--- src/hdl/rrd_pkg.sv ---
`default_nettype none
// ---------------------------------------------------------------------------
// rrd_pkg
// Shared types and constants for the ray/ray line distance pipeline.
// ---------------------------------------------------------------------------
package rrd_pkg;

	// digit width of the multiplier partial products
	localparam int MUL_DIGIT = 32;

	// result width (unsigned fixed point, same fraction bits as the inputs)
	localparam int DIST_W = 32;
	localparam int STAT_W = 2;

	// root unit: one range check stage plus one stage per result bit
	localparam int ROOT_LAT = DIST_W + 1;

	typedef enum logic [STAT_W-1:0] {
		ST_SKEW = 2'd0,
		ST_PAR  = 2'd1,
		ST_ZERO = 2'd2,
		ST_SAT  = 2'd3
	} rrd_status_t;

	// latency of rrd_mul for the given operand widths
	function automatic int mul_lat(input int aw, input int bw);
		return ((aw + MUL_DIGIT - 1) / MUL_DIGIT) * ((bw + MUL_DIGIT - 1) / MUL_DIGIT) + 1;
	endfunction

endpackage
`default_nettype wire

--- src/hdl/rrd_mul.sv ---
`default_nettype none
// ---------------------------------------------------------------------------
// rrd_mul
// Pipelined signed multiplier: sign/magnitude form, one 32x32 partial
// product accumulated per stage, sign applied in the output register.
// ---------------------------------------------------------------------------
module rrd_mul
	import rrd_pkg::*;
#(
	parameter int AW = 33,
	parameter int BW = 32
) (
	input  logic                 clk,
	input  logic                 en,
	input  logic signed [AW-1:0] a,
	input  logic signed [BW-1:0] b,
	output logic signed [AW+BW-1:0] p
);

	localparam int NA = (AW + MUL_DIGIT - 1) / MUL_DIGIT;
	localparam int NB = (BW + MUL_DIGIT - 1) / MUL_DIGIT;
	localparam int NS = NA * NB;
	localparam int AP = NA * MUL_DIGIT;
	localparam int BP = NB * MUL_DIGIT;
	localparam int EW = AP + BP;
	localparam int PW = AW + BW;

	logic [AW-1:0] a_abs;
	logic [BW-1:0] b_abs;
	logic [AP-1:0] a_mag;
	logic [BP-1:0] b_mag;
	logic          neg_in;

	// magnitudes; the most negative value maps to its exact unsigned size
	always_comb begin
		a_abs  = a[AW-1] ? (~a + 1'b1) : a;
		b_abs  = b[BW-1] ? (~b + 1'b1) : b;
		a_mag  = AP'(a_abs);
		b_mag  = BP'(b_abs);
		neg_in = a[AW-1] ^ b[BW-1];
	end

	logic [AP-1:0] a_q   [NS];
	logic [BP-1:0] b_q   [NS];
	logic [EW-1:0] acc_q [NS];
	logic          neg_q [NS];

	for (genvar k = 0; k < NS; k++) begin : g_stage
		localparam int I = k / NB;
		localparam int J = k % NB;

		logic [AP-1:0]            a_prev;
		logic [BP-1:0]            b_prev;
		logic [EW-1:0]            acc_prev;
		logic                     neg_prev;
		logic [2*MUL_DIGIT-1:0]   pp;

		if (k == 0) begin : g_first
			assign a_prev   = a_mag;
			assign b_prev   = b_mag;
			assign acc_prev = '0;
			assign neg_prev = neg_in;
		end else begin : g_next
			assign a_prev   = a_q[k-1];
			assign b_prev   = b_q[k-1];
			assign acc_prev = acc_q[k-1];
			assign neg_prev = neg_q[k-1];
		end

		// one digit product per stage
		assign pp = a_prev[I*MUL_DIGIT +: MUL_DIGIT] * b_prev[J*MUL_DIGIT +: MUL_DIGIT];

		always_ff @(posedge clk) begin
			if (en) begin
				a_q[k]   <= a_prev;
				b_q[k]   <= b_prev;
				neg_q[k] <= neg_prev;
				acc_q[k] <= acc_prev + (EW'(pp) << ((I + J) * MUL_DIGIT));
			end
		end
	end

	logic [PW-1:0] mag_last;
	logic [PW-1:0] p_q;

	assign mag_last = acc_q[NS-1][PW-1:0];

	// apply sign
	always_ff @(posedge clk) begin
		if (en) begin
			p_q <= neg_q[NS-1] ? (~mag_last + 1'b1) : mag_last;
		end
	end

	assign p = p_q;

endmodule
`default_nettype wire

--- config.mk ---
export PLATFORM = sky130hd
export DESIGN_NAME = rrd_mul
export DESIGN_NICKNAME = d
export VERILOG_FILES = /design/src/hdl/rrd_pkg.sv /design/src/hdl/rrd_mul.sv
export SDC_FILE = /design/constraint.sdc
export NUM_CORES = 2
export LEC_CHECK = 0
export BUFFER_PORTS_ARGS = -buffer_cell sky130_fd_sc_hd__buf_2
export CAP_MARGIN = 20
export CORE_AREA = 2 2 285 357
export DETAILED_ROUTE_END_ITERATION = 10
export DIE_AREA = 0 0 287 359
export GPL_ROUTABILITY_DRIVEN = 0
export PLACE_DENSITY_LB_ADDON = 0.3
export RECOVER_POWER = 50
export SLEW_MARGIN = 25
export SYNTH_ARGS = -nofsm -noshare
export SYNTH_HDL_FRONTEND = slang
export SYNTH_SLANG_ARGS = --single-unit
--- constraint.sdc ---
create_clock -name clk -period 12.69 [get_ports clk]
set_clock_uncertainty 0.2 [all_clocks]
set_input_delay 1.9035 -clock clk [delete_from_list [all_inputs] [get_ports clk]]
set_output_delay 1.9035 -clock clk [all_outputs]
set_load 0.01 [all_outputs]
# After elaboration in Yosys (flattened, before gate mapping)
# Memory sizes are Yosys's and may differ from the RTL's.
# Index checks and enable logic that the tools add are counted.
[word_totals]
regBits = 65
mem_bits_rw = 386
input_bits = 67
out_inout_bits = 65
elab_cells = 20
n_memories = 4
[op_classes]
addsub = 4
n_mul = 2
muxes = 5
bitwise = 4
[mem_list]
columns = ["memory", "words", "word_bits", "rd", "rd_clocked_by_memory_dff", "write_ports", "line_no", "text"]
rows = [
  ["acc_q", 2, 96, 2, 0, 2, "rrd_mul.sv:45", "logic [EW-1:0] acc_q [NS];"],
  ["a_q", 2, 64, 1, 0, 2, "rrd_mul.sv:43", "logic [AP-1:0] a_q [NS];"],
  ["b_q", 2, 32, 1, 0, 2, "rrd_mul.sv:44", "logic [BP-1:0] b_q [NS];"],
  ["neg_q", 2, 1, 2, 0, 2, "rrd_mul.sv:46", "logic neg_q [NS];"],
]
[op_table]
columns = ["op", "count"]
rows = [
  ["multiplier 32 x 32 -> 64 bit", 2],
  ["adder 96 bit", 1],
  ["adder 65 x 1 -> 65 bit (second input constant)", 1],
  ["2-to-1 mux 65 bit", 1],
  ["NOT 65 bit", 1],
  ["adder 33 x 1 -> 33 bit (second input constant)", 1],
  ["2-to-1 mux 33 bit", 1],
  ["NOT 33 bit", 1],
  ["adder 32 x 1 -> 32 bit (second input constant)", 1],
  ["2-to-1 mux 32 bit", 1],
  ["NOT 32 bit", 1],
  ["2-to-1 mux 1 bit", 2],
  ["XOR 1 bit", 1],
]

# Longest topological paths before layout
[depth]
ltp_word = 4
ltp_mapped = 39
depth_no_buf = 35

# Worst setup path after synthesis
# Ideal clock, no wire load.
[synth_path]
path_kind = "input -> register"
startpoint = "in a[0]"
endpoint = "mem acc_q[0][61] in the netlist's numbering (data pin)"
setup_time_ps = 269
arrival_time_ps = 11373
t_required_ps = 12221
path_slack_ps = 848
path_stages = 37
path_buffers = 4
path_cell_list = "clkbuf_1 -> inv_1 -> buf_1 -> ha_1 -> nor2b_1 -> nand4bb_1 -> or3_1 -> nor4_1 -> nand2_1 -> or2_2 -> o21ai_0 -> xor2_1 -> clkbuf_1 -> nor2_1 -> fa_1 -> inv_1 -> fa_1 -> fa_1 -> inv_1 -> fa_1 -> fa_1 -> fa_1 -> fa_1 -> inv_1 -> fa_1 -> inv_1 -> ha_1 -> clkbuf_1 -> nand2_1 -> nor2_1 -> nand3_1 -> o22ai_1 -> nor3_1 -> o41a_1 -> o31a_1 -> o31ai_1 -> xor2_1"
[synth_rtl]
columns = ["element", "line_no", "text"]
rows = [
  ["start, declared", "rrd_mul.sv:15", "input logic signed [AW-1:0] a,"],
  ["end, declared", "rrd_mul.sv:45", ""],
]

==> metrics.md <==
| Metric | Value |
|---|---|
| CP startpoint | `a[8]` |
| Critical Path Sink | `acc_q[0][61]$_DFFE_PP_` |
| Async SR Flop Fraction | `0%` |
| Min setup slack post-route | `0.484 ns` |
| Main synth FF type | `edfxtp_1` |
| NumNets Final | `6048` |
| Net count after synthesis | `5926` |
| Rows | `130` |
| Worst EP required | `12.73 ns` |
| Cell mode on critical path | `fa_1` |
| Syn Area/Cell | `9.35 µm²` |
| Starting Density | `43.6%` |
| Worst EP arrival | `12.25 ns` |
| H-tree depth | `1` |
| Synth unique cells | `70` |
| CTS tree | `yes` |
| DRT iter0 DRCs | `2626` |
| Clk root buf | `clkbuf_16` |
| Post-DP Area | `0.0468 mm²` |
| Seq/Total Area, Yosys | `15.8%` |
| Port Buffers | `131` |
| Status | `complete, but fails checks` |
| Layout cell share with drive strength beyond 1 | `6.92%` |
| Full die area | `0.103 mm²` |
| Largest family of logic cells by synthesized area | `adder cells` |
| Xor/xnor share of the synthesized area | `4.82%` |
| Grt ovf | `0` |
| Delay of the slowest critical-path stage | `0.76 ns` |
| Worst r2r path cells | `14` |
| Final Cell Area | `0.0473 mm²` |
| R2r startpoint | `a_q[0][32]$_SDFFCE_PN0P_` |
| Die Y | `359 µm` |
| Area occupied by multi-input gates | `0.0327 mm²` |
| Max-cap violation count | `4` |
| Hold WC Path Type | `reg -> reg` |
| Synth Register Bits | `229` |
| Largest net degree at the start of global routing | `145` |
| Drt total wl | `136000 µm` |
| Fin crit share | `96.2%` |
| Area growth syn-to-layout | `8.47%` |
| Slew @ Worst Pin | `4.02 ns` |
| Core area | `0.0999 mm²` |
| Max Slew Vio Count | `237` |
| Routed via count | `33100` |
| Relative slew slack | `-168%` |
| Pre-CTS setup slack | `-0.0641 ns` |
| Mux share of post-synthesis cell area | `0.0488%` |
| Clock slew at reported path FFs | `0.07 ns` |
| Crit Path Class | `in -> reg` |
| Final Hold Viols | `0` |
| Biggest area consumer among synthesized cells | `fa_1` |
| CTS buffer count | `19` |
| DP HPWL | `111000 µm` |
| GRT Total Usage | `26.8%` |
| Wire length per cell | `22.3 µm` |
| Synth Area in Simple Gates | `13.9%` |
| Worst setup EP type | `flip-flop` |
| Synth Area in Compound Gates | `5.66%` |
| Drt drc | `0` |
| Final Critical Period | `12.21 ns` |
| Cells after Synth | `4664` |
| Synth Warn # | `0` |
| Worst Path Max Fanout | `13` |
| Achievable Freq | `81.9 MHz` |
| Synth top area share | `41.2%` |
| Buffer levels on the longest clock path | `3` |
| Fillers | `9500` |
| Adder-cell area share of the yosys netlist | `49.8%` |
| Worst skew pair latency | `0.50 ns` |
| Setup Fix Bufs, Post-CTS | `0` |
| Antenna-violating nets left | `0` |
| DRT Pass-1 Iters | `5` |
| Final setup viols | `0` |
| Synth area leaders | `fa_1 (41%), edfxtp_1 (16%), ha_1 (8.6%)` |
| R2R setup slack | `7.92 ns` |
| Antenna violations before repair | `3` |
| Die X-Extent | `287 µm` |
| # IOs | `132` |
| Number of global-route vias before repair | `34900` |
| RSZ-0062 raised after global routing | `no` |
| CTS sink count | `229` |
| RR Endpoint | `acc_q[0][154]$_DFFE_PP_` |
| Synth Cell Area | `0.0436 mm²` |
| Critical-path top delay cell | `or4_1` |
| Number of synthesized flops with an enable pin | `229` |
| DR vias/cell | `5.42` |
| Violated checks | `max-capacitance violations, max-slew violations` |
| First-pass GRT wire length | `208000 µm` |
| Register area | `0.00688 mm²` |
| Crit path launch type | `input pin` |
[per-stage QoR]
step / setup TNS (ns) / hold slack [ns] / cells / util, %
CTS: 0 / 0.220 / 6116 / 47.4
detailed placement: -0.0641 / 0.205 / 6084 / 46.8
global placement: 0 / 0.201 / 6084 / 46.8
global route: 0 / 0.226 / 6119 / 47.3
floorplan: 0 / 0.200 / 4664 / -
finish: 0 / 0.218 / 6120 / 47.3
[synthesized netlist by cell type, drive strengths merged (13+ instances only)]
master  instances
clkbuf        187
nand2         577
nor2b          14
nand3          19
o41ai          21
or3            21
or4            20
xnor2         150
and2           47
a21o           47
nand4          17
nor2          637
inv           958
o31ai          34
nor3           22
edfxtp        229
ha            298
o21ai         101
fa            897
nand2b         25
xor2           89
a21oi         100
o21a           13
a31oi          21
[worst min path at each step]
stage | endpoint | depth (start not counted) | slack [ns] | from
2_1_floorplan | acc_q[0][100]$_DFFE_PP_ | 0 | 0.20 | acc_q[0][4]$_DFFE_PP_
3_3_place_gp | neg_q[0][1]$_DFFE_PP_ | 0 | 0.20 | neg_q[0][0]$_DFFE_PP_
3_5_place_dp | acc_q[0][103]$_DFFE_PP_ | 0 | 0.20 | acc_q[0][7]$_DFFE_PP_
4_1_cts | acc_q[0][117]$_DFFE_PP_ | 0 | 0.22 | acc_q[0][21]$_DFFE_PP_
5_1_grt | acc_q[0][125]$_DFFE_PP_ | 0 | 0.23 | acc_q[0][29]$_DFFE_PP_
6_report | acc_q[0][113]$_DFFE_PP_ | 0 | 0.22 | acc_q[0][17]$_DFFE_PP_
[final cells by class]
class / count / share of cell area [%]
antenna: 3 / 0.0159
clock buffer: 19 / 1.01
clock inverter: 13 / 0.225
inverter: 968 / 7.68
multi-input combinational: 3272 / 69.1
sequential: 229 / 14.5
tap: 1320 / 3.49
timing repair buffer: 296 / 3.92
[placed cells by master, fill, tap and decap left out, types with 20 or more instances in the layout]
cell type	netlist	final
o41ai_1	20	20
a21o_1	47	47
xnor2_1	150	130
o31ai_1	33	33
ha_1	298	298
or3_1	21	21
nand2b_1	24	24
inv_1	956	956
fa_1	897	897
nand2_1	577	577
a31oi_1	21	21
nor2_1	637	637
edfxtp_1	229	229
and2_1	47	45
xor2_2	1	21
xor2_1	88	68
buf_2	5	82
clkbuf_1	187	53
a21oi_1	100	100
nor3_1	22	22
buf_4	0	158
o21ai_0	98	98
[worst max-delay path, delay by kind of cell]
kind	cells	cell delay, ns
AND/OR/NAND/NOR	10	3.14
adder cells (fa/ha/maj)	9	4.35
AO/OA/AOI/OAI	5	1.57
XOR/XNOR	2	0.43
buffers and inverters	7	0.82
[cell families after synthesis]
group                    Yosys count
flip-flops                       229
multiplexers                       2
AND/OR/NAND/NOR                 1448
adder cells (fa/ha/maj)         1195
XOR/XNOR                         239
buffers and inverters           1163
AO/OA/AOI/OAI                    388
[sequential cells by signal (all words and copies together) (netlist names)]
name,cells
neg_q,2
a_q,1
p,65
acc_q,129
b_q,32
[layer usage]
layer  vias to the layer above  share of wire, %  global-route usage (%)  wire length [µm]
met2                      1775                45                    42.4             61800
met1                     16500                37                    33.5             50700
li1                      14400                 -                       -                 -
met3                       448                11                    7.36             15300
met4                         2               6.4                    13.7              8740
met5                         -            0.0081                       0                11
[timing repair]
action / in CTS / in global routing
resized for setup: 0 / 2
hold buffers: 0 / 0
setup endpoints to repair: 0 / 1
Power is left out: the tool's default activity adds up to more than one toggle a clock period on the data nets, which glitch-free logic cannot reach.
