==> src/hdl/rrd_dly.sv <==
`default_nettype none
// ---------------------------------------------------------------------------
// rrd_dly
// Side-band delay line with valid bit; keeps flags and operands aligned
// with a multiplier or root unit of the same latency.
// ---------------------------------------------------------------------------
module rrd_dly #(
	parameter int DW = 8,
	parameter int N  = 1
) (
	input  logic          clk,
	input  logic          arst_n,
	input  logic          en,
	input  logic          in_valid,
	input  logic [DW-1:0] d,
	output logic          out_valid,
	output logic [DW-1:0] q
);

	logic          vld_q [N];
	logic [DW-1:0] dat_q [N];

	for (genvar k = 0; k < N; k++) begin : g_stage
		logic          vld_prev;
		logic [DW-1:0] dat_prev;

		if (k == 0) begin : g_first
			assign vld_prev = in_valid;
			assign dat_prev = d;
		end else begin : g_next
			assign vld_prev = vld_q[k-1];
			assign dat_prev = dat_q[k-1];
		end

		// valid needs reset, data does not
		always_ff @(posedge clk or negedge arst_n) begin
			if (!arst_n) begin
				vld_q[k] <= 1'b0;
			end else if (en) begin
				vld_q[k] <= vld_prev;
			end
		end

		always_ff @(posedge clk) begin
			if (en) begin
				dat_q[k] <= dat_prev;
			end
		end
	end

	assign out_valid = vld_q[N-1];
	assign q         = dat_q[N-1];

endmodule
`default_nettype wire

==> config.mk <==
export PLATFORM = sky130hd
export DESIGN_NAME = rrd_dly
export DESIGN_NICKNAME = d
export VERILOG_FILES = /design/src/hdl/rrd_dly.sv
export SDC_FILE = /design/constraint.sdc
export NUM_CORES = 1
export LEC_CHECK = 0
export ABC_AREA = 0
export BUFFER_PORTS_ARGS = -buffer_cell sky130_fd_sc_hd__buf_2
export CORE_AREA = 3 3 40 42
export CTS_CLUSTER_DIAMETER = 30
export DETAILED_ROUTE_END_ITERATION = 7
export DIE_AREA = 0 0 43 45
export PLACE_DENSITY_LB_ADDON = 0.05
export SYNTH_ARGS = -nofsm -noshare
export SYNTH_HDL_FRONTEND = slang
export SYNTH_SLANG_ARGS = --single-unit
==> constraint.sdc <==
create_clock -name clk -period 1.6 [get_ports clk]
set_input_delay 0 -clock clk [delete_from_list [all_inputs] [get_ports clk]]
set_output_delay 0 -clock clk [all_outputs]
set_load 0.02 [all_outputs]
* Yosys cells after proc, flatten, opt, wreduce, memory -nomap -nowiden *
Memories as Yosys holds them, arrays and structs flattened.
Cells that the tools add are included.

word-level totals
  RAM bits = 8
  register bits after elaboration = 1
  memories kept = 1
  bits of input ports = 12
  output and inout bits = 9
  word-level logic and storage cells = 4

cells by class
  multiplexer cells = 2

memory list
  name   depth  width  rd ports  clocked after Yosys merged registers in  wr ports  line  source
  dat_q  1      8      1         0                                        1         21    logic [DW-1:0] dat_q [N];

operators with widths
  cell               number
  1-bit two-way mux  2

* Longest topological paths before layout *
Gate-level depths: netlist of run 1.

  depth after elaboration = 2
  mapped depth = 1

* Least setup slack after synthesis of run 1 *
OpenSTA, ideal clock, no wires.

  path kind = reg2reg
  start point = reg out_valid (netlist name)
  end point = reg vld_q (netlist: out_valid)
  stages on the path, launching flop included = 2
  setup time = 0.125 ns
  path slack = 0.765 ns
  period minus slack after synthesis = 0.835 ns
  arrival = 0.710 ns
  path through = dfrtp_1 mux2_4

RTL lines
  element                          line  source
  to (signal, indexed assignment)  40    vld_q[k] <= vld_prev;
  to (decl)                        20    logic vld_q [N];

* Worst setup path after layout of run 1 *
  start point = reg vld_q (netlist: out_valid)
  end point = out out_valid

RTL lines
  element    line  source
  to (decl)  16    output logic out_valid,

No word-level cell between the ends.

==> out/results.ini, run 1 <==
[worst_hold_path]
min_path_type = input port to async pin

[global_routing]
grt_pass1_wl_um = 1000
grt_start_max_net_pins = 10
grt-ovfl-total = 0
antenna_found_initial = 0
use_met1 = 0.0854
grt_use_met2 = 0.0988
busiest_layer = met2
grt_pass1_vias = 225
grtUsageMet3 = 0.0478
track_usage = 0.0794

[worst_setup_path]
crit_required_ns = 1.60
worstPathArrival_ns = 0.79
cp_num_buf_inv = 1
critPathTopFamily = flip-flops
max_stage_delay_ns = 0.38
crit_fanout = 2
critPathKind = flop to primary output
crit_path_top_delay_cell = dfrtp_1
crit_path_start_kind = flop
cp-end-kind = primary output
crit_chain = buf_2
rrSetupSlack_ns = 0.85

[synthesis]
synth_area_um2 = 280
synthTopCellsByArea = edfxtp_1 (86%), dfrtp_1 (8.9%), mux2_4 (5.4%)
seq_area_frac_synth = 0.946
syn_area_per_cell_um2 = 28.0
synth_cells = 10
synthDistinctLibCells = 3
synth_nets = 22
yosysWarningCount = 0
yosysTopAreaCellShare = 0.857
synth-seq-cells = 9
yosys.area.top_type = edfxtp_1

[outcome]
status = finished, final reports clean

[timing]
max_clock_freq_ghz = 1.27
setup_viol = 0
final.setup.tns_ns = 0
hold-worst-slack_ns = 0.0491
tightest_slew_ns = 0.207
finalWorstSetupSlack_ns = 0.810
hold_viol = 0
period_minus_slack_ns = 0.790
drv_slew = 0
period_share = 0.494
rsz0062_at_grt = false
skew_ns = 0
relSlewSlack = 0.862

[place]
portBuffers = 20
dpl_worst_slack_ns = 0.853
place_inst = 45
gp_congestion = 0.669
placed_area_um2 = 399

[drt]
viasPerCell = 3.59
first_pass_iters = 1
vias = 212
drcViolationCount = 0
final_antenna_net_count = 0
routed_wl_um = 624
wire_per_inst_um = 10.6
drt_iter0_markers = 0

[clocking]
cts_buffers = 3
clk_latency_ns = 0.25
path_clk_slew_ns = 0.06
cts_tree = done
cts_root_buffer = clkbuf_4
htree_levels = 1
cts.sinks = 9
clock_tree.buffer_depth = 2

[floorplan]
fp-row-count = 13
die_h_um = 45
initial_core_util = 0.218
ioPinCount = 21
die_w_um = 43
dieArea_um2 = 1940
coreArea_um2 = 1280

[power]
combPwrFrac = 0.155
p_sw_uw = 119
switching_share = 0.223
pwr-share-clk = 0.316
total_leakage_power_nw = 0.234
cellPowerDensity_nw_per_um2 = 1010
p_int_uw = 414
finalPower_uw = 533
pwr-share-seq = 0.529
vdd_drop_max_mv = 0.447

[layout]
num_antenna_cells = 0
syn2layout_area_growth_pct = 87.5
finish.utilization = 0.409
final_cells = 59
final_area_um2 = 526
nets = 57
drive_above_1_share = 0.545

[flow_run]
drv_cap = 0

==> cells by family (layout without fill, tap and decap cells) <==
group                  after synthesis  in the layout  share of synthesized area
buffers and inverters                0             34                          0
flip-flops                           9              9                      0.946
multiplexers                         1              1                     0.0536
==> registers in the layout, summed over array words and instances, names as in the netlist <==
signal	flops
out_valid	1
dat_q	8
==> area by class of cell <==
class | count | area (µm²)
fill | 138 | 759
sequential | 9 | 265
timing repair buffer | 30 | 200
clock buffer | 4 | 26.3
tap | 15 | 18.8
multi-input combinational | 1 | 15.0
==> Yosys cell counts <==
master    number
edfxtp_1       8
dfrtp_1        1
mux2_4         1
==> cells in the final DEF, fill, tap and decap left out, drive strengths merged <==
master	n
mux2	1
clkbuf	4
buf	20
dfrtp	1
edfxtp	8
dlygate4sd3	10
==> metal layers <==
layer	up-vias	share of wire
met2	21	0.36
met4	0	0
met1	84	0.47
li1	107	-
met3	0	0.17
met5	-	0
==> power by group through the flow <==
stage / Clock (mW) / Sequential (mW) / Combinational (mW)
2_1_floorplan: 0 / 0.313 / 0.00415
3_3_place_gp: 0 / 0.287 / 0.0650
3_5_place_dp: 0 / 0.287 / 0.0658
4_1_cts: 0.178 / 0.282 / 0.0842
5_1_grt: 0.191 / 0.283 / 0.0892
6_report: 0.168 / 0.281 / 0.0827
==> path summary, 6_finish.rpt <==
path                                start  cells after the start           to
worst max-delay path            out_valid                      1    out_valid
worst min-delay path               arst_n                      2    out_valid
worst max register to register  out_valid                      1    out_valid
worst min register to register  out_valid                      1    out_valid
max in group asynchronous          arst_n                      2    out_valid
min in group clk                       en                      1  dat_q[0][6]
==> timing repair <==
item	in CTS	in global routing
setup buffers	0	0
gates resized for setup	0	0
hold endpoints to repair	10	0
hold buffers	10	0
Note: power is estimated with default switching activity, not from simulation.
==> run 2: changes to the inputs <==
==> constraint.sdc (replaced) <==
create_clock -name clk -period 0.8 [get_ports clk]
set_input_delay 0 -clock clk [delete_from_list [all_inputs] [get_ports clk]]
set_output_delay 0 -clock clk [all_outputs]
set_load 0.02 [all_outputs]
==> run 2 against run 1 <==
  * The flow now finishes with violations (negative setup slack)
  * Sequential power rose by 100%
  * Global-route usage rose by 0.67 points
  * Wire length is 12% higher
  * Worst hold slack improved by 0.0092 ns
==> out/results.ini, run 2 (same netlist as run 1, synthesis figures left out) <==
[drt]
vias = 223
drcViolationCount = 0
routed_wl_um = 701
final_antenna_net_count = 0
first_pass_iters = 2
drt_iter0_markers = 1
viasPerCell = 3.78
wire_per_inst_um = 11.9

[layout]
largest_register_ffs = 8
drive_above_1_share = 0.568
num_antenna_cells = 0
final_cell_mix = buf_2 (17), dlygate4sd3_1 (10), edfxtp_1 (8)
finish.utilization = 0.425
nets = 57
syn2layout_area_growth_pct = 94.6
nFillCells = 127
largest-register = dat_q
final_common_cell = buf_2
final_area_um2 = 546

[place]
portBuffers = 20
gp_congestion = 0.649
dpl_worst_slack_ns = 0.0315
placed_area_um2 = 400

[global_routing]
grt-ovfl-total = 0
antenna_found_initial = 0
track_usage = 0.0861
grt_start_max_net_pins = 10
grt_pass1_vias = 246
grt_pass1_wl_um = 1060

[timing]
hold_viol = 0
relSlewSlack = 0.856
tightest_slew_ns = 0.216
finalWorstSetupSlack_ns = -0.00221
drv_slew = 0
period_share = 1.00
setup_viol = 1
skew_ns = 0
rsz0062_at_grt = true
max_clock_freq_ghz = 1.25
period_minus_slack_ns = 0.802

[clocking]
clock_tree.buffer_depth = 2
cts_tree = done
cts_root_buffer = clkbuf_4
clk_latency_ns = 0.25
cts_setup_buffers = 0
cts_buffers = 3
htree_levels = 1
path_clk_slew_ns = 0.06
cts.sinks = 9

[worst_setup_path]
cp-end-kind = primary output
critPathKind = flop to primary output
crit_chain = buf_6
crit_path_start_kind = flop
critPathTopFamily = flip-flops
crit_required_ns = 0.80
crit_fanout = 1
max_stage_delay_ns = 0.40
crit_path_top_delay_cell = edfxtp_1
worstPathArrival_ns = 0.80
cp_num_buf_inv = 1

[floorplan]
coreArea_um2 = 1280
dieArea_um2 = 1940
ioPinCount = 21
die_h_um = 45
fp-row-count = 13
initial_core_util = 0.218
die_w_um = 43

[flow_run]
drv_cap = 0

[power]
total_leakage_power_nw = 0.239
vdd_drop_max_mv = 0.811
finalPower_mw = 1.09
cellPowerDensity_nw_per_um2 = 2000

[worst_hold_path]
min_path_type = input port to async pin

[outcome]
violations = negative setup slack
status = finished, violations left

## run 2: area by class of cell
cell class,instances,area [µm²],share of cell area
multi-input combinational,1,15.0,0.0275
sequential,9,267,0.489
timing repair buffer,30,219,0.401
clock buffer,4,26.3,0.0482
tap,15,18.8,0.0344
## run 2: per-layer routing
| layer | global-route usage | wire length (µm) | up-vias |
|---|---|---|---|
| met5 | 0 | 0 | - |
| li1 | - | - | 107 |
| met3 | 0.0319 | 94 | 2 |
| met2 | 0.117 | 283 | 21 |
| met1 | 0.100 | 312 | 93 |
| met4 | 0.0904 | 10 | 0 |
## run 2: path summary, 6_finish.rpt
path	endpoint	cells past startpoint	startpoint	slack, ns
max in group asynchronous	out_valid	2	arst_n	0.65
worst min-delay path	out_valid	2	arst_n	0.06
worst max register to register	out_valid	1	out_valid	0.02
worst min register to register	out_valid	1	out_valid	0.53
min in group clk	dat_q[0][4]	1	en	0.11
worst max-delay path	q[4]	1	dat_q[0][4]	-0.002
## run 2: what timing repair did
action / 4_1_cts / 5_1_grt
gates resized for setup: 2 / 4
hold endpoints to repair: 10 / 0
hold buffers: 10 / 0
endpoints found under the setup margin: 3 / 8
## run 2: power breakdown
part / switching, mW / internal, mW / total (mW)
registers: 0.0127 / 0.555 / 0.568
logic: 0.0848 / 0.0971 / 0.182
clock network: 0.149 / 0.192 / 0.341
total: 0.246 / 0.844 / 1.09
## run 2: per-stage QoR
stage | hold slack (ns) | setup TNS, ns | instances
CTS | 0.0423 | -0.0460 | 59
finish | 0.0582 | -0.00221 | 59
global route | 0.0556 | -0.128 | 59
detailed placement | -0.224 | 0 | 45
floorplan | -0.296 | -0.0222 | 10
global placement | -0.225 | 0 | 45
==> run 3: changes to the inputs <==
--- a/config.mk
+++ b/config.mk
@@ -8,9 +8,11 @@
 export ABC_AREA = 0
 export BUFFER_PORTS_ARGS = -buffer_cell sky130_fd_sc_hd__buf_2
 export CORE_AREA = 3 3 40 42
+export CTS_BUF_LIST = sky130_fd_sc_hd__clkbuf_4 sky130_fd_sc_hd__clkbuf_8
 export CTS_CLUSTER_DIAMETER = 30
 export DETAILED_ROUTE_END_ITERATION = 7
 export DIE_AREA = 0 0 43 45
+export MAX_ROUTING_LAYER = met4
 export PLACE_DENSITY_LB_ADDON = 0.05
 export SYNTH_ARGS = -nofsm -noshare
 export SYNTH_HDL_FRONTEND = slang
==> constraint.sdc (replaced) <==
create_clock -name clk -period 0.95 [get_ports clk]
set_input_delay 0 -clock clk [delete_from_list [all_inputs] [get_ports clk]]
set_output_delay 0 -clock clk [all_outputs]
set_load 0.02 [all_outputs]
==> run 3 against run 2 <==
  * The run now ends clean
  * First-iteration DRC count increased to 4.0 times the previous value
  * Sequential power decreased by 16%
  * Critical path depth unchanged
  * Core utilization decreased by 1.3 points
  * Clock skew unchanged
  * Clock power decreased by 7.3%
  * Global-route usage decreased by 0.071 points
  * Sequential cell count unchanged
  * Cell count unchanged
  * Worst setup slack improved by 0.16 ns
  * Power decreased by 15%
  * Wire length decreased by 7.7%
  * Critical endpoint is now out_valid
  * Largest cell class unchanged
  * Highest routed layer is now met3
==> out/results.ini, run 3 (same netlist as run 1, synthesis figures left out) <==
[outcome]
status = finished, final reports clean

[worst_setup_path]
rr_endpoint = out_valid
critPathTopFamily = flip-flops
crit_chain = buf_2
cp-end-kind = primary output
r2r_cells = 1
crit_path_start_kind = flop
crit_fanout = 2
max_stage_delay_ns = 0.38
r2r-start = out_valid
crit_path_start = out_valid
rrSetupSlack_ns = 0.20
critPathKind = flop to primary output
worstPathArrival_ns = 0.80
crit_path_top_delay_cell = dfrtp_1
crit_required_ns = 0.95
cp_num_buf_inv = 1

[layout]
final_cell_mix = buf_2 (20), dlygate4sd3_1 (10), edfxtp_1 (8)
largest_register_ffs = 8
largest-register = dat_q
regArea_um2 = 265
drive_above_1_share = 0.568
final_common_cell = buf_2
multi_input_area_um2 = 15.0
nFillCells = 133
nets = 57
num_antenna_cells = 0
syn2layout_area_growth_pct = 88.8

[timing]
drv_slew = 0
final.setup.tns_ns = 0
rsz0062_at_grt = false
period_share = 0.839
tightest_slew_ns = 0.211
hold_viol = 0
setup_viol = 0
skew_ns = 0
period_minus_slack_ns = 0.797
hold-worst-slack_ns = 0.0431
relSlewSlack = 0.860
max_clock_freq_ghz = 1.25

[drt]
routed_wl_um = 647
wire_per_inst_um = 11.0
drcViolationCount = 0
final_antenna_net_count = 0
vias = 219
viasPerCell = 3.71
first_pass_iters = 2
drt_iter0_markers = 4

[global_routing]
grt_pass1_wl_um = 1060
track_usage = 0.0854
grt_pass1_vias = 229
grt_start_max_net_pins = 10
antenna_found_initial = 0
grt-ovfl-total = 0

[place]
gp_congestion = 0.676
portBuffers = 20

[floorplan]
dieArea_um2 = 1940
coreArea_um2 = 1280
initial_core_util = 0.218
fp-row-count = 13
ioPinCount = 21
die_w_um = 43
die_h_um = 45

[clocking]
cts_root_buffer = clkbuf_4
clk_latency_ns = 0.26
cts.repair.resized = 0
cts_tree = done
clock_tree.buffer_depth = 2
cts_buffers = 3
path_clk_slew_ns = 0.06
cts.sinks = 9
htree_levels = 1

[power]
cellPowerDensity_nw_per_um2 = 1760
total_leakage_power_nw = 0.237
vdd_drop_max_mv = 0.842

[flow_run]
drv_cap = 0

[worst_hold_path]
min_path_type = input port to async pin

[run 3: cell counts in the layout (fill, tap and decap cells not counted)]
Identical to the previous run, type by type.
[run 3: layout make-up]
cell class,count,share of cell area
clock buffer,4,0.0567
timing repair buffer,30,0.378
multi-input combinational,1,0.0284
tap,15,0.0355
sequential,9,0.501
[run 3: how the worst max path moves through the flow]
stage / end / slack, ns / cells past startpoint
2_1_floorplan: out_valid / 0.12 / 1
6_report: out_valid / 0.15 / 1
4_1_cts: q[4] / 0.13 / 1
5_1_grt: out_valid / 0.12 / 1
3_5_place_dp: out_valid / 0.20 / 1
3_3_place_gp: out_valid / 0.21 / 1
[run 3: where the power goes]
part           switching (mW)  internal [mW]  total (mW)
sequential            0.00884          0.466       0.475
clock                   0.126          0.190       0.316
combinational          0.0712         0.0690       0.140
total                   0.206          0.725       0.931
[run 3: per-stage QoR]
step                setup WS [ns]  power [mW]  cells  area [µm²]   util
finish                      0.153       0.931     59         529  0.412
global route                0.116       0.986     59         529  0.412
CTS                         0.131       0.946     59         529  0.412
detailed placement          0.205       0.595     45         399  0.311
global placement            0.211       0.593     45         399  0.311
floorplan                   0.115       0.533     10         280      -
[run 3: routing by layer]
| metal | GRT usage | vias to the layer above | routed length (µm) |
|---|---|---|---|
| met3 | 0.0398 | 0 | 82 |
| met1 | 0.103 | 91 | 341 |
| met5 | - | - | 0 |
| met2 | 0.0958 | 21 | 223 |
| met4 | 0.0904 | 0 | 0 |
| li1 | - | 107 | - |
[run 3: what timing repair did]
item,CTS,global route
setup buffers,0,0
hold endpoints to repair,10,0
hold buffers,10,0
